[config.mk]
export PLATFORM = sky130hd
export DESIGN_NAME = priority_queue_extract_max_flat
export DESIGN_NICKNAME = d
export VERILOG_FILES = /design/src/hw/rtl/pqem_pkg.sv /design/src/hw/rtl/pqem_if.sv /design/src/hw/rtl/pqem_ram.sv /design/src/hw/rtl/priority_queue_extract_max.sv /design/src/flat_wrapper.sv
export SDC_FILE = /design/constraint.sdc
export NUM_CORES = 1
export LEC_CHECK = 0
export BUFFER_PORTS_ARGS = -buffer_cell sky130_fd_sc_hd__buf_2
export CAP_MARGIN = 30
export CELL_PAD_IN_SITES_DETAIL_PLACEMENT = 1
export CELL_PAD_IN_SITES_GLOBAL_PLACEMENT = 2
export CORE_AREA = 3 3 300 302
export DETAILED_ROUTE_END_ITERATION = 6
export DIE_AREA = 0 0 303 305
export PLACE_DENSITY_LB_ADDON = 0.1
export SLEW_MARGIN = 0
export SYNTH_ARGS = -nofsm -noshare
export SYNTH_HDL_FRONTEND = slang
export SYNTH_SLANG_ARGS = --single-unit
[constraint.sdc]
create_clock -name clk_i -period 8 [get_ports clk_i]
set_clock_uncertainty 0.2 [all_clocks]
set_input_delay 0.8 -clock clk_i [delete_from_list [all_inputs] [get_ports clk_i]]
set_output_delay 0.8 -clock clk_i [all_outputs]
set_load 0.005 [all_outputs]
[src/hw/rtl/pqem_pkg.sv]
// ----------------------------------------------------------------------------
// pqem_pkg: shared constants for the extract-max priority queue
// Field widths of the item channels, operation codes and parameter defaults.
// ----------------------------------------------------------------------------
package pqem_pkg;

  // Fixed widths of the channel fields
  localparam int unsigned OP_W    = 2;
  localparam int unsigned ITEM_W  = 16;
  localparam int unsigned PRIO_W  = 8;
  localparam int unsigned TOTAL_W = 5;

  // Defaults for the top-level parameters
  localparam int unsigned DEPTH_DEF     = 16;
  localparam int unsigned ITEM_BITS_DEF = 16;
  localparam int unsigned PRIO_BITS_DEF = 8;

  // Operation codes
  localparam logic [OP_W-1:0] OP_ADD     = 2'd0;
  localparam logic [OP_W-1:0] OP_EXTRACT = 2'd1;
  localparam logic [OP_W-1:0] OP_CLEAR   = 2'd2;

endpackage

[src/hw/rtl/pqem_if.sv]
// ----------------------------------------------------------------------------
// pqem_if: item channels of the extract-max priority queue
// Request channel (operation and pair) and result channel (item and status).
// ----------------------------------------------------------------------------
interface pqem_in_if;
  logic                          valid;
  logic                          ready;
  logic [pqem_pkg::OP_W-1:0]     operation;
  logic [pqem_pkg::ITEM_W-1:0]   item_value;
  logic [pqem_pkg::PRIO_W-1:0]   priority_value;

  modport source (output valid, operation, item_value, priority_value, input ready);
  modport sink   (input valid, operation, item_value, priority_value, output ready);
endinterface

interface pqem_out_if;
  logic                          valid;
  logic                          ready;
  logic [pqem_pkg::ITEM_W-1:0]   out_item;
  logic                          out_valid;
  logic                          add_dropped;
  logic [pqem_pkg::TOTAL_W-1:0]  entry_total;
  logic                          queue_empty;
  logic                          queue_full;

  modport source (output valid, out_item, out_valid, add_dropped, entry_total,
                  queue_empty, queue_full, input ready);
  modport sink   (input valid, out_item, out_valid, add_dropped, entry_total,
                  queue_empty, queue_full, output ready);
endinterface

[src/hw/rtl/pqem_ram.sv]
// ----------------------------------------------------------------------------
// pqem_ram: generic simple dual-port RAM
// One write port and one read port per cycle, read data registered.
// ----------------------------------------------------------------------------
module pqem_ram #(
  parameter int unsigned WIDTH = 8,
  parameter int unsigned DEPTH = 16
) (
  input  logic                     clk_i,
  input  logic                     we_i,
  input  logic [$clog2(DEPTH)-1:0] waddr_i,
  input  logic [WIDTH-1:0]         wdata_i,
  input  logic                     re_i,
  input  logic [$clog2(DEPTH)-1:0] raddr_i,
  output logic [WIDTH-1:0]         rdata_o
);

  logic [WIDTH-1:0] mem_q [DEPTH];
  logic [WIDTH-1:0] rdata_q;

  // Write port
  always_ff @(posedge clk_i) begin
    if (we_i) begin
      mem_q[waddr_i] <= wdata_i;
    end
  end

  // Registered read port
  always_ff @(posedge clk_i) begin
    if (re_i) begin
      rdata_q <= mem_q[raddr_i];
    end
  end

  assign rdata_o = rdata_q;

endmodule

[src/hw/rtl/priority_queue_extract_max.sv]
// ----------------------------------------------------------------------------
// priority_queue_extract_max: bounded priority queue with extract-max
// Unsorted store of (item, priority) pairs in arrival order, held in one RAM.
// Extract scans the store for the highest priority (earliest wins ties) and
// then shifts the later entries down by one, both through the RAM ports.
// ----------------------------------------------------------------------------
//
//  channel | dir | handshake       | payload
//  --------+-----+-----------------+-------------------------------------------
//  in_i    | in  | valid / ready   | operation, item_value, priority_value
//  out_o   | out | valid / ready   | out_item, out_valid, add_dropped,
//          |     |                 | entry_total, queue_empty, queue_full
//
// Add, clear and no-op pass from accept through the RESP state to the output register.
// Extract scans the held entries with one RAM read a cycle, then shifts the entries
// after the winning index down with one read and one write a cycle, and then goes
// through RESP to the output register. One item is in work at a time.
// Reset clears the count and the sequencer; no clearing pass is run.
// A stalled output holds its result; the next item is still accepted meanwhile.
// ----------------------------------------------------------------------------
module priority_queue_extract_max #(
  parameter int unsigned DEPTH         = pqem_pkg::DEPTH_DEF,
  parameter int unsigned ITEM_BITS     = pqem_pkg::ITEM_BITS_DEF,
  parameter int unsigned PRIORITY_BITS = pqem_pkg::PRIO_BITS_DEF
) (
  input  logic        clk_i,
  input  logic        rst_ni,
  pqem_in_if.sink     in_i,
  pqem_out_if.source  out_o
);
  import pqem_pkg::*;

  localparam int unsigned IDX_W   = $clog2(DEPTH);
  localparam int unsigned CNT_W   = $clog2(DEPTH + 1);
  localparam int unsigned ENTRY_W = ITEM_BITS + PRIORITY_BITS;

  localparam logic [1:0] ST_IDLE  = 2'd0;
  localparam logic [1:0] ST_SCAN  = 2'd1;
  localparam logic [1:0] ST_SHIFT = 2'd2;
  localparam logic [1:0] ST_RESP  = 2'd3;

  logic [1:0]               st_q, st_d;
  logic [CNT_W-1:0]         cnt_q, cnt_d;
  logic [IDX_W-1:0]         scan_idx_q, scan_idx_d;
  logic [IDX_W-1:0]         wr_idx_q, wr_idx_d;
  logic [IDX_W-1:0]         best_idx_q, best_idx_d;
  logic [PRIORITY_BITS-1:0] best_prio_q, best_prio_d;
  logic [ITEM_BITS-1:0]     best_item_q, best_item_d;
  logic [ITEM_BITS-1:0]     res_item_q, res_item_d;
  logic                     res_hit_q, res_hit_d;
  logic                     res_drop_q, res_drop_d;

  logic                     ov_q;
  logic [ITEM_W-1:0]        out_item_q;
  logic                     out_hit_q;
  logic                     out_drop_q;
  logic [TOTAL_W-1:0]       out_total_q;
  logic                     out_empty_q;
  logic                     out_full_q;

  logic                     ram_we;
  logic [IDX_W-1:0]         ram_waddr;
  logic [ENTRY_W-1:0]       ram_wdata;
  logic                     ram_re;
  logic [IDX_W-1:0]         ram_raddr;
  logic [ENTRY_W-1:0]       ram_rdata;

  logic                     in_acc;
  logic                     out_acc;
  logic                     out_load;
  logic [IDX_W-1:0]         cnt_m1;
  logic [PRIORITY_BITS-1:0] rd_prio;
  logic [ITEM_BITS-1:0]     rd_item;
  logic                     take;
  logic [IDX_W-1:0]         best_idx_nx;
  logic [PRIORITY_BITS-1:0] best_prio_nx;
  logic [ITEM_BITS-1:0]     best_item_nx;

  assign in_acc   = in_i.valid && in_i.ready;
  assign out_acc  = ov_q && out_o.ready;
  assign out_load = (st_q == ST_RESP) && (!ov_q || out_o.ready);

  assign cnt_m1  = IDX_W'(cnt_q - CNT_W'(1));
  assign rd_prio = ram_rdata[ENTRY_W-1 -: PRIORITY_BITS];
  assign rd_item = ram_rdata[ITEM_BITS-1:0];

  // Compare the entry just read against the best so far; first entry seeds it
  assign take         = (scan_idx_q == '0) || (rd_prio > best_prio_q);
  assign best_idx_nx  = take ? scan_idx_q : best_idx_q;
  assign best_prio_nx = take ? rd_prio    : best_prio_q;
  assign best_item_nx = take ? rd_item    : best_item_q;

  // Entry store
  pqem_ram #(
    .WIDTH (ENTRY_W),
    .DEPTH (DEPTH)
  ) u_store (
    .clk_i   (clk_i),
    .we_i    (ram_we),
    .waddr_i (ram_waddr),
    .wdata_i (ram_wdata),
    .re_i    (ram_re),
    .raddr_i (ram_raddr),
    .rdata_o (ram_rdata)
  );

  // Sequencer
  always_comb begin
    st_d        = st_q;
    cnt_d       = cnt_q;
    scan_idx_d  = scan_idx_q;
    wr_idx_d    = wr_idx_q;
    best_idx_d  = best_idx_q;
    best_prio_d = best_prio_q;
    best_item_d = best_item_q;
    res_item_d  = res_item_q;
    res_hit_d   = res_hit_q;
    res_drop_d  = res_drop_q;
    ram_we      = 1'b0;
    ram_waddr   = '0;
    ram_wdata   = {PRIORITY_BITS'(in_i.priority_value), ITEM_BITS'(in_i.item_value)};
    ram_re      = 1'b0;
    ram_raddr   = '0;

    unique case (st_q)
      ST_IDLE: begin
        if (in_acc) begin
          res_item_d = '0;
          res_hit_d  = 1'b0;
          res_drop_d = 1'b0;
          st_d       = ST_RESP;
          unique case (in_i.operation)
            OP_ADD: begin
              // Append when there is room, else drop
              if (cnt_q < CNT_W'(DEPTH)) begin
                ram_we    = 1'b1;
                ram_waddr = IDX_W'(cnt_q);
                cnt_d     = cnt_q + CNT_W'(1);
              end else begin
                res_drop_d = 1'b1;
              end
            end
            OP_EXTRACT: begin
              // Start the scan at entry zero
              if (cnt_q != '0) begin
                ram_re     = 1'b1;
                ram_raddr  = '0;
                scan_idx_d = '0;
                st_d       = ST_SCAN;
              end
            end
            OP_CLEAR: begin
              cnt_d = '0;
            end
            default: begin
            end
          endcase
        end
      end

      ST_SCAN: begin
        best_idx_d  = best_idx_nx;
        best_prio_d = best_prio_nx;
        best_item_d = best_item_nx;
        if (scan_idx_q != cnt_m1) begin
          // Fetch the next entry
          ram_re     = 1'b1;
          ram_raddr  = scan_idx_q + IDX_W'(1);
          scan_idx_d = scan_idx_q + IDX_W'(1);
        end else begin
          res_item_d = best_item_nx;
          res_hit_d  = 1'b1;
          if (best_idx_nx == cnt_m1) begin
            // Winner is the last entry: nothing to shift
            cnt_d = cnt_q - CNT_W'(1);
            st_d  = ST_RESP;
          end else begin
            ram_re    = 1'b1;
            ram_raddr = best_idx_nx + IDX_W'(1);
            wr_idx_d  = best_idx_nx;
            st_d      = ST_SHIFT;
          end
        end
      end

      ST_SHIFT: begin
        // Move entry wr_idx + 1 down into wr_idx
        ram_we    = 1'b1;
        ram_waddr = wr_idx_q;
        ram_wdata = ram_rdata;
        if ((wr_idx_q + IDX_W'(1)) != cnt_m1) begin
          ram_re    = 1'b1;
          ram_raddr = wr_idx_q + IDX_W'(2);
          wr_idx_d  = wr_idx_q + IDX_W'(1);
        end else begin
          cnt_d = cnt_q - CNT_W'(1);
          st_d  = ST_RESP;
        end
      end

      ST_RESP: begin
        if (out_load) begin
          st_d = ST_IDLE;
        end
      end

      default: begin
        st_d = ST_IDLE;
      end
    endcase
  end

  // Control registers
  always_ff @(posedge clk_i or negedge rst_ni) begin
    if (!rst_ni) begin
      st_q  <= ST_IDLE;
      cnt_q <= '0;
      ov_q  <= 1'b0;
    end else begin
      st_q  <= st_d;
      cnt_q <= cnt_d;
      if (out_load) begin
        ov_q <= 1'b1;
      end else if (out_acc) begin
        ov_q <= 1'b0;
      end
    end
  end

  // Datapath registers
  always_ff @(posedge clk_i) begin
    scan_idx_q  <= scan_idx_d;
    wr_idx_q    <= wr_idx_d;
    best_idx_q  <= best_idx_d;
    best_prio_q <= best_prio_d;
    best_item_q <= best_item_d;
    res_item_q  <= res_item_d;
    res_hit_q   <= res_hit_d;
    res_drop_q  <= res_drop_d;
  end

  // Output register: load the finished result with the status after the operation
  always_ff @(posedge clk_i) begin
    if (out_load) begin
      out_item_q  <= ITEM_W'(res_item_q);
      out_hit_q   <= res_hit_q;
      out_drop_q  <= res_drop_q;
      out_total_q <= TOTAL_W'(cnt_q);
      out_empty_q <= (cnt_q == '0);
      out_full_q  <= (cnt_q == CNT_W'(DEPTH));
    end
  end

  assign in_i.ready        = (st_q == ST_IDLE);
  assign out_o.valid       = ov_q;
  assign out_o.out_item    = out_item_q;
  assign out_o.out_valid   = out_hit_q;
  assign out_o.add_dropped = out_drop_q;
  assign out_o.entry_total = out_total_q;
  assign out_o.queue_empty = out_empty_q;
  assign out_o.queue_full  = out_full_q;

  // Count never exceeds the depth
  a_cnt_bound: assert property (@(posedge clk_i) disable iff (!rst_ni)
    cnt_q <= CNT_W'(DEPTH))
    else $error("entry count above depth");

  // Scan only runs on a non-empty store
  a_scan_nonempty: assert property (@(posedge clk_i) disable iff (!rst_ni)
    (st_q == ST_SCAN) |-> (cnt_q != '0))
    else $error("scan with empty store");

  // Extract on a non-empty store starts a scan
  a_extract_scan: assert property (@(posedge clk_i) disable iff (!rst_ni)
    (in_acc && (in_i.operation == OP_EXTRACT) && (cnt_q != '0)) |=> (st_q == ST_SCAN))
    else $error("extract did not start a scan");

  // Shift writes stay below the last held entry
  a_shift_range: assert property (@(posedge clk_i) disable iff (!rst_ni)
    (st_q == ST_SHIFT) |-> (wr_idx_q < cnt_m1))
    else $error("shift index out of range");

endmodule

[src/flat_wrapper.sv]
// flat-port wrapper written by rule: the top's interface ports become plain ports
module priority_queue_extract_max_flat import pqem_pkg::*;
#(
  parameter int unsigned DEPTH         = pqem_pkg::DEPTH_DEF,
  parameter int unsigned ITEM_BITS     = pqem_pkg::ITEM_BITS_DEF,
  parameter int unsigned PRIORITY_BITS = pqem_pkg::PRIO_BITS_DEF
)
  (clk_i, rst_ni, in_i_valid, in_i_operation, in_i_item_value, in_i_priority_value, in_i_ready, out_o_valid, out_o_out_item, out_o_out_valid, out_o_add_dropped, out_o_entry_total, out_o_queue_empty, out_o_queue_full, out_o_ready);
  pqem_in_if in_i_i ();
  pqem_out_if out_o_i ();
  input  logic clk_i;
  input  logic rst_ni;
  input wire logic [$bits(in_i_i.valid)-1:0] in_i_valid;
  input wire logic [$bits(in_i_i.operation)-1:0] in_i_operation;
  input wire logic [$bits(in_i_i.item_value)-1:0] in_i_item_value;
  input wire logic [$bits(in_i_i.priority_value)-1:0] in_i_priority_value;
  output wire logic [$bits(in_i_i.ready)-1:0] in_i_ready;
  output wire logic [$bits(out_o_i.valid)-1:0] out_o_valid;
  output wire logic [$bits(out_o_i.out_item)-1:0] out_o_out_item;
  output wire logic [$bits(out_o_i.out_valid)-1:0] out_o_out_valid;
  output wire logic [$bits(out_o_i.add_dropped)-1:0] out_o_add_dropped;
  output wire logic [$bits(out_o_i.entry_total)-1:0] out_o_entry_total;
  output wire logic [$bits(out_o_i.queue_empty)-1:0] out_o_queue_empty;
  output wire logic [$bits(out_o_i.queue_full)-1:0] out_o_queue_full;
  input wire logic [$bits(out_o_i.ready)-1:0] out_o_ready;
  assign in_i_i.valid = in_i_valid;
  assign in_i_i.operation = in_i_operation;
  assign in_i_i.item_value = in_i_item_value;
  assign in_i_i.priority_value = in_i_priority_value;
  assign in_i_ready = in_i_i.ready;
  assign out_o_valid = out_o_i.valid;
  assign out_o_out_item = out_o_i.out_item;
  assign out_o_out_valid = out_o_i.out_valid;
  assign out_o_add_dropped = out_o_i.add_dropped;
  assign out_o_entry_total = out_o_i.entry_total;
  assign out_o_queue_empty = out_o_i.queue_empty;
  assign out_o_queue_full = out_o_i.queue_full;
  assign out_o_i.ready = out_o_ready;
  priority_queue_extract_max #(.DEPTH(DEPTH), .ITEM_BITS(ITEM_BITS), .PRIORITY_BITS(PRIORITY_BITS)) u_core (.clk_i(clk_i), .rst_ni(rst_ni), .in_i(in_i_i), .out_o(out_o_i));
endmodule
* Yosys cells after proc, flatten, opt, wreduce, memory -nomap -nowiden
Memories as Yosys holds them, arrays and structs flattened. A register that Yosys moved wholly into a read port is not among the register bits.
Cells that the tools add are included.
Widths: inputs -> output; s select.
** Storage, ports and cells
- Register bits after elaboration :: 87
- RAM bits :: 384
- Bits of input ports :: 30
- Output and inout port bits :: 27
- Memories kept :: 1
** Memory list
- u_core.u_store.mem_q :: words 16, width 24, read ports 1, clocked after Yosys merged registers in 1, write ports 1, RTL line pqem_ram.sv:18 : logic [WIDTH-1:0] mem_q [DEPTH];
** Operators by class
- Add/subtract/negate cells :: 6
- Magnitude comparators :: 2
- Equal/unequal tests :: 21
- Mux-type cells :: 57
- Reduce and logical (&&, ||, !) cells :: 22
** Operators with widths (number)
- $mux 4 :: 14
- $mux 16 :: 3
- $pmux 16 s2 :: 1
- $pmux 4 s2 :: 4
- $mux 5 :: 5
- $mux 24 :: 1
- $mux 1 :: 17
- $pmux 5 s3 :: 1
- $add 4x1->4 const B :: 3
- $mux 2 :: 6
- $ne 2x2->1 const B :: 6
- $pmux 5 s2 :: 1
- $gt 8x8->1 :: 1
- $ne 2x1->1 const B :: 4
- $ne 4x4->1 :: 2
- $pmux 2 s4 :: 1
- $reduce_and 4->1 :: 2
- $reduce_and 7->1 :: 1
- $eq 2x2->1 const B :: 3
- $ne 3x3->1 const B :: 2
- $reduce_bool 2->1 :: 3
- $add 5x1->5 const B :: 1
- $eq 5x5->1 const B :: 1
- $logic_not 5->1 :: 1
- other kinds (17) :: 24

* Logic depth before layout (Yosys ltp)
- Depth in word-level cells :: 7
- Mapped depth :: 17
- Depth with buffers taken out :: 14

* Cells and area by module
Synthesis repeated with hierarchy kept, for this count alone.
** Unflattened totals
- Cell total of the unflattened synthesis :: 991
- Area total of the unflattened synthesis :: 19721.4 um^2
** By module, submodules not included
- pqem_ram :: times used 1, cells an instance 636, area an instance 15170.8 um^2, seq. area each 12251.8 um^2
- priority_queue_extract_max :: times used 1, cells an instance 355, area an instance 4550.6 um^2, seq. area each 2572.5 um^2

* Worst setup path after synthesis
OpenSTA, ideal clock, no wires.
- Path type :: register to register
- Start :: register u_core.u_store.rdata_q[17], in the netlist u_core.u_store.rdata_o[17] (read register of u_core.u_store.mem_q)
- End :: register u_core.u_store.rdata_q[0], in the netlist u_core.u_store.rdata_o[0] (read register of u_core.u_store.mem_q) (enable)
- Arrival :: 3.415 ns
- Setup slack :: 3.972 ns
- Stages on the path, launching flop included :: 12
- Buffers on the path :: 0
- Clock period less this slack :: 4.028 ns
- Cells stage by stage :: edfxtp_1 -> ha_1 -> nor2b_1 -> o211ai_1 -> a211o_1 -> a21boi_0 -> or3_1 -> nand3_2 -> nor2_1 -> nand2_1 -> a21oi_1 -> a21oi_1
** Between the ends
- Cells in the longest elaborated chain, start to end :: 7
- Elaborated cells between the ends (all ways) :: 11
** Ends and longest elaborated chain
- start: declaration :: RTL line pqem_ram.sv:19 : logic [WIDTH-1:0] rdata_q;
- $gt 8x8->1 :: RTL line priority_queue_extract_max.sv:88 : assign take = (scan_idx_q == '0) || (rd_prio > best_prio_q);
- $logic_or 1x1->1 :: RTL line priority_queue_extract_max.sv:88
- $mux 4 :: RTL line priority_queue_extract_max.sv:89 : assign best_idx_nx = take ? scan_idx_q : best_idx_q;
- $eq 4x4->1 :: RTL line priority_queue_extract_max.sv:173 : if (best_idx_nx == cnt_m1) begin
- $mux 1 :: RTL line priority_queue_extract_max.sv:173
- $mux 1 :: RTL line priority_queue_extract_max.sv:165 : if (scan_idx_q != cnt_m1) begin
- $pmux 1 s3 :: RTL line priority_queue_extract_max.sv:125 : unique case (st_q)
- named net u_core.ram_re :: RTL line priority_queue_extract_max.sv:64 : logic ram_re;
The timed path passes the listed nets, and every way through them passes these cells.
A chain may end at the register's enable or synchronous reset.

* Worst setup path in the final report
- Start :: register u_core.u_store.rdata_q[23], in the netlist u_core.u_store.rdata_o[23] (read register of u_core.u_store.mem_q)
- End :: register u_core.u_store.rdata_q[14], in the netlist u_core.u_store.rdata_o[14] (read register of u_core.u_store.mem_q), data pin
** Between the ends
- Cells in the longest elaborated chain, start to end :: 7
- Elaborated cells between the ends (all ways) :: 11
** Ends and longest elaborated chain
- $gt 8x8->1 * :: RTL line priority_queue_extract_max.sv:88
- $logic_or 1x1->1 * :: RTL line priority_queue_extract_max.sv:88
- $mux 4 * :: RTL line priority_queue_extract_max.sv:89
- named net u_core.best_idx_nx[0] :: RTL line priority_queue_extract_max.sv:75 : logic [IDX_W-1:0] best_idx_nx;
- $add 4x1->4 or $eq 4x4->1 (tied branches) :: RTL line priority_queue_extract_max.sv:179, priority_queue_extract_max.sv:173
- $mux 4 or $mux 1 (tied branches) :: RTL line priority_queue_extract_max.sv:173
- $mux 4 or $mux 1 (tied branches) :: RTL line priority_queue_extract_max.sv:165
- $pmux 4 s2 or $pmux 1 s3 (tied branches) :: RTL line priority_queue_extract_max.sv:125
Mark *: on every way through the listed nets, which the timed path passes. The rest lies on a longest branch.

==> impl_results.md <==
* Vias in the first global route at about 15k
* Hold path start: u_core.res_item_q[2]
* Status: completed
* Crit path kind: reg2reg
* Final core occ at between 20% and 30%
* Post-CTS Setup Repair Bufs at 0
* Sequential fraction of the synthesis area at ~68%
* Total track usage at between 10% and 20%
* Worst Hold Depth at 0
* GRT overflow at 0
* EDFF count, synth at a little under 500
* Clock tree from TritonCTS: done
* Leakage power at slightly above 8 nW
* Initial antenna violation count at 4
* YS warnings at 0
* Critical Path RT at a little over 8 ns
* Bufs on Longest Clock Path at 3
* Finish-stage setup viols at 0
* Register-to-Register Setup Slack at roughly 2.5 ns
* Area post-placement at around 24000 um2
* Synth top area cells: edfxtp_1, a211o_1, a21oi_1
* # rows at 109
* Total negative slack at 0 ns
* Relative slew slack at about 34%
* CTS buffer count at 60
* Die area at between 90000 and 100000 um2
* Global-route wire length before repair at about 110000 um
* F_max at ~180 MHz
* Share of post-route cells with drive strength above 1 at about 20%
* Cell Area, Synth at 21780 um2
* Top Family by Delay on Critical Path: compound AO/OA/AOI/OAI gates
* P&R area growth vs syn at 16.96%
* Initial core utilization at about a quarter
* Crit Path Max Fanout at 25
* FF+latch count, synth at slightly below 500
* Post-synthesis cell type count at 73
* Fin area at about 25000 um2
* RSZ-0062 raised after global routing: false
* Max Cap Viol at 0
* Worst Path Buf+Inv at 0
* Tmin final at between 5 and 6 ns
* Mux cell area share after synthesis at 4.871%
* Mapped Cells at 1516
* Hold EP: u_core.out_o.out_item[2]
* CP cell instances: ha_1 -> a21oi_1 -> o21a_1 -> o21ai_1 -> nor2_2 -> o21ai_1 -> ha_1 -> xor2_1 -> o211a_2 -> or2_2 -> o2111ai_1 -> a21oi_1 -> a211oi_2
* Synth Area in Simple Gates at around 6.8%
* DRC at 0
* R2R Path End: u_core.u_store.rdata_o[14]
* Maximum vdd drop at about 0.3 mV
* Tcrit/Tclk final at between 60% and 70%
* Detailed placement HPWL at approximately 42000 um
* WHS at between 0.2 and 0.25 ns
* Clk sinks at between 400 and 500
* Routed via count at around 14k
* Number of buffers added on ports at 56
* Largest net degree at the start of global routing at a little under 80
* Power Dens Cells at roughly 480 nW/um2
* Crit path launch: u_core.u_store.rdata_o[23]
* Io pins at between 50 and 60
* HP Class: reg2reg
* Post-synthesis adder-cell area fraction at under 10%
* Syn_area_per_cell at roughly 14 um2
* Drt first pass iters at 5
* Slowest CP cell: o211a_2
* Initial DRC Count at roughly 840
* CTS root buffer: clkbuf_16
* GP Congestion at 0.7047
* Drt total wl at roughly 75000 um
* Critical path arrival at ~5.7 ns
* Max-slew violations at 0
* Crit path capture type: register
* Largest family of logic cells by synthesized area: compound AO/OA/AOI/OAI gates
* DIE WIDTH at between 300 and 400 um
* CP peak stage delay at slightly below 0.8 ns
* Drt wl/cell at 26.96 um
* Largest area contributor in the netlist: edfxtp_1
* Post-synth top flop: edfxtp_1
* Core area at slightly below 90000 um2
* Synth Area in XOR/XNOR at less than 1%
* Startpoint Class: register
* Antenna Nets Post-Route at 0
* Reg2reg path depth at 13
* Clk pin slew, worst setup/hold paths at 0.06 ns
* Die Height at roughly 310 um
* Worst Tran Pin Value at 0.9744 ns
* Clock Latency Late Sink at roughly 0.65 ns
* FFs w/ async S/R, synth at under 10%
* Endpoints failing hold at 0
* RR Startpoint: u_core.u_store.rdata_o[23]
* Post-Syn Nets at 1566
* Synth Area in Compound Gates at roughly 15%
* H-tree levels at 2
* Final Power at 12.28 mW
* Vias per cell at between 4 and 5
* Share of the synthesized area in the top cell type at between 60% and 70%
* # nets final at between 1.5k and 2k
-- worst max path at each step --
stage	to	slack, ns	depth (start not counted)
2_1_floorplan	u_core.u_store.rdata_o[0]	3.97	11
3_3_place_gp	u_core.u_store.rdata_o[10]	1.80	15
3_5_place_dp	u_core.u_store.rdata_o[14]	2.47	13
4_1_cts	u_core.u_store.rdata_o[14]	2.45	13
5_1_grt	u_core.u_store.rdata_o[14]	2.21	13
6_report	u_core.u_store.rdata_o[14]	2.45	13
-- Yosys cell counts, drive strengths merged, types with 8 or more instances --
master and number:
and2 23, a31oi 29, ha 20, a21oi 136, or3 49, clkbuf 80
inv 48, a211o 96, nand2 74, dfrtp 8, nand2b 27, edfxtp 487
nor2b 9, nor3 28, buf 39, mux4 24, o2111ai 26, o21a 29
a211oi 51, nor2 50, mux2 41, o21ai 67
-- metal layers --
layer	up-vias	routed length, um	global-route usage, %
li1	6041	-	-
met1	7238	35900	22.91
met5	-	0	0
met2	224	35330	26.37
met3	82	1996	1.674
met4	0	1655	3.936
-- metrics by stage --
step	std cells	setup slack, ns
final	2777	2.453
after global routing	2776	2.215
after CTS	2775	2.453
after detailed placement	2667	2.471
after global placement	2661	1.797
after floorplan	1516	3.972
-- state kept, by name, indices dropped and copies added, names as in the netlist, 2 cells and up --
register,flops
u_core.u_store.rdata_o,24
u_core.res_item_q,16
u_core.best_prio_q,8
u_core.out_o.out_item,16
u_core.cnt_q,5
u_core.u_store.mem_q,384
u_core.st_q,2
u_core.best_idx_q,4
u_core.wr_idx_q,4
u_core.out_o.entry_total,5
u_core.best_item_q,16
u_core.scan_idx_q,4
-- area by class of cell --
| cell class | instances | area [um2] |
|---|---|---|
| diodes | 1 | 2.502 |
| clock buffers | 79 | 1603 |
| clock inverters | 28 | 242.7 |
| fillers | 9329 | 62490 |
| inverters | 49 | 183.9 |
| multi-input cells | 853 | 6411 |
| flip-flops and latches | 495 | 14820 |
| well taps | 1165 | 1458 |
| repair buffers | 107 | 753.2 |
-- repair_timing --
| action | CTS | global route |
|---|---|---|
| endpoints found under the hold margin | 8 | 0 |
| gates resized for setup | 0 | 0 |
| hold buffers | 1 | 0 |
-- logic make-up after synthesis --
group / after synthesis
DFF: 495
AOI/OAI and AO/OA: 466
and+or+nand+nor: 284
buffers and inverters: 168
muxes: 69
adders and majority gates: 20
xor gates and xnor gates: 14
-- cells in the final DEF, fill, tap and decap left out, types with 41 or more instances in the layout --
| cell | instances |
|---|---|
| a21oi_1 | 134 |
| buf_2 | 58 |
| nand2_1 | 72 |
| clkbuf_16 | 60 |
| inv_1 | 47 |
| mux2_2 | 41 |
| a211o_1 | 96 |
| or3_1 | 49 |
| edfxtp_1 | 487 |
| o21ai_0 | 59 |
| buf_4 | 41 |
-- worst reg2reg max path: cells and delay by family (launching register included) --
family                   cells  cell delay, ns
flip-flops                   1            0.48
AO/OA/AOI/OAI                8            2.30
adder cells (fa/ha/maj)      2            0.68
XOR/XNOR                     1            0.35
AND/OR/NAND/NOR              2            1.25
-- report_power, final --
part | switching, mW | internal, mW
logic | 3.72 | 1.73
clock network | 1.11 | 1.50
registers | 0.338 | 3.88
(Power assumes the default switching activity.)
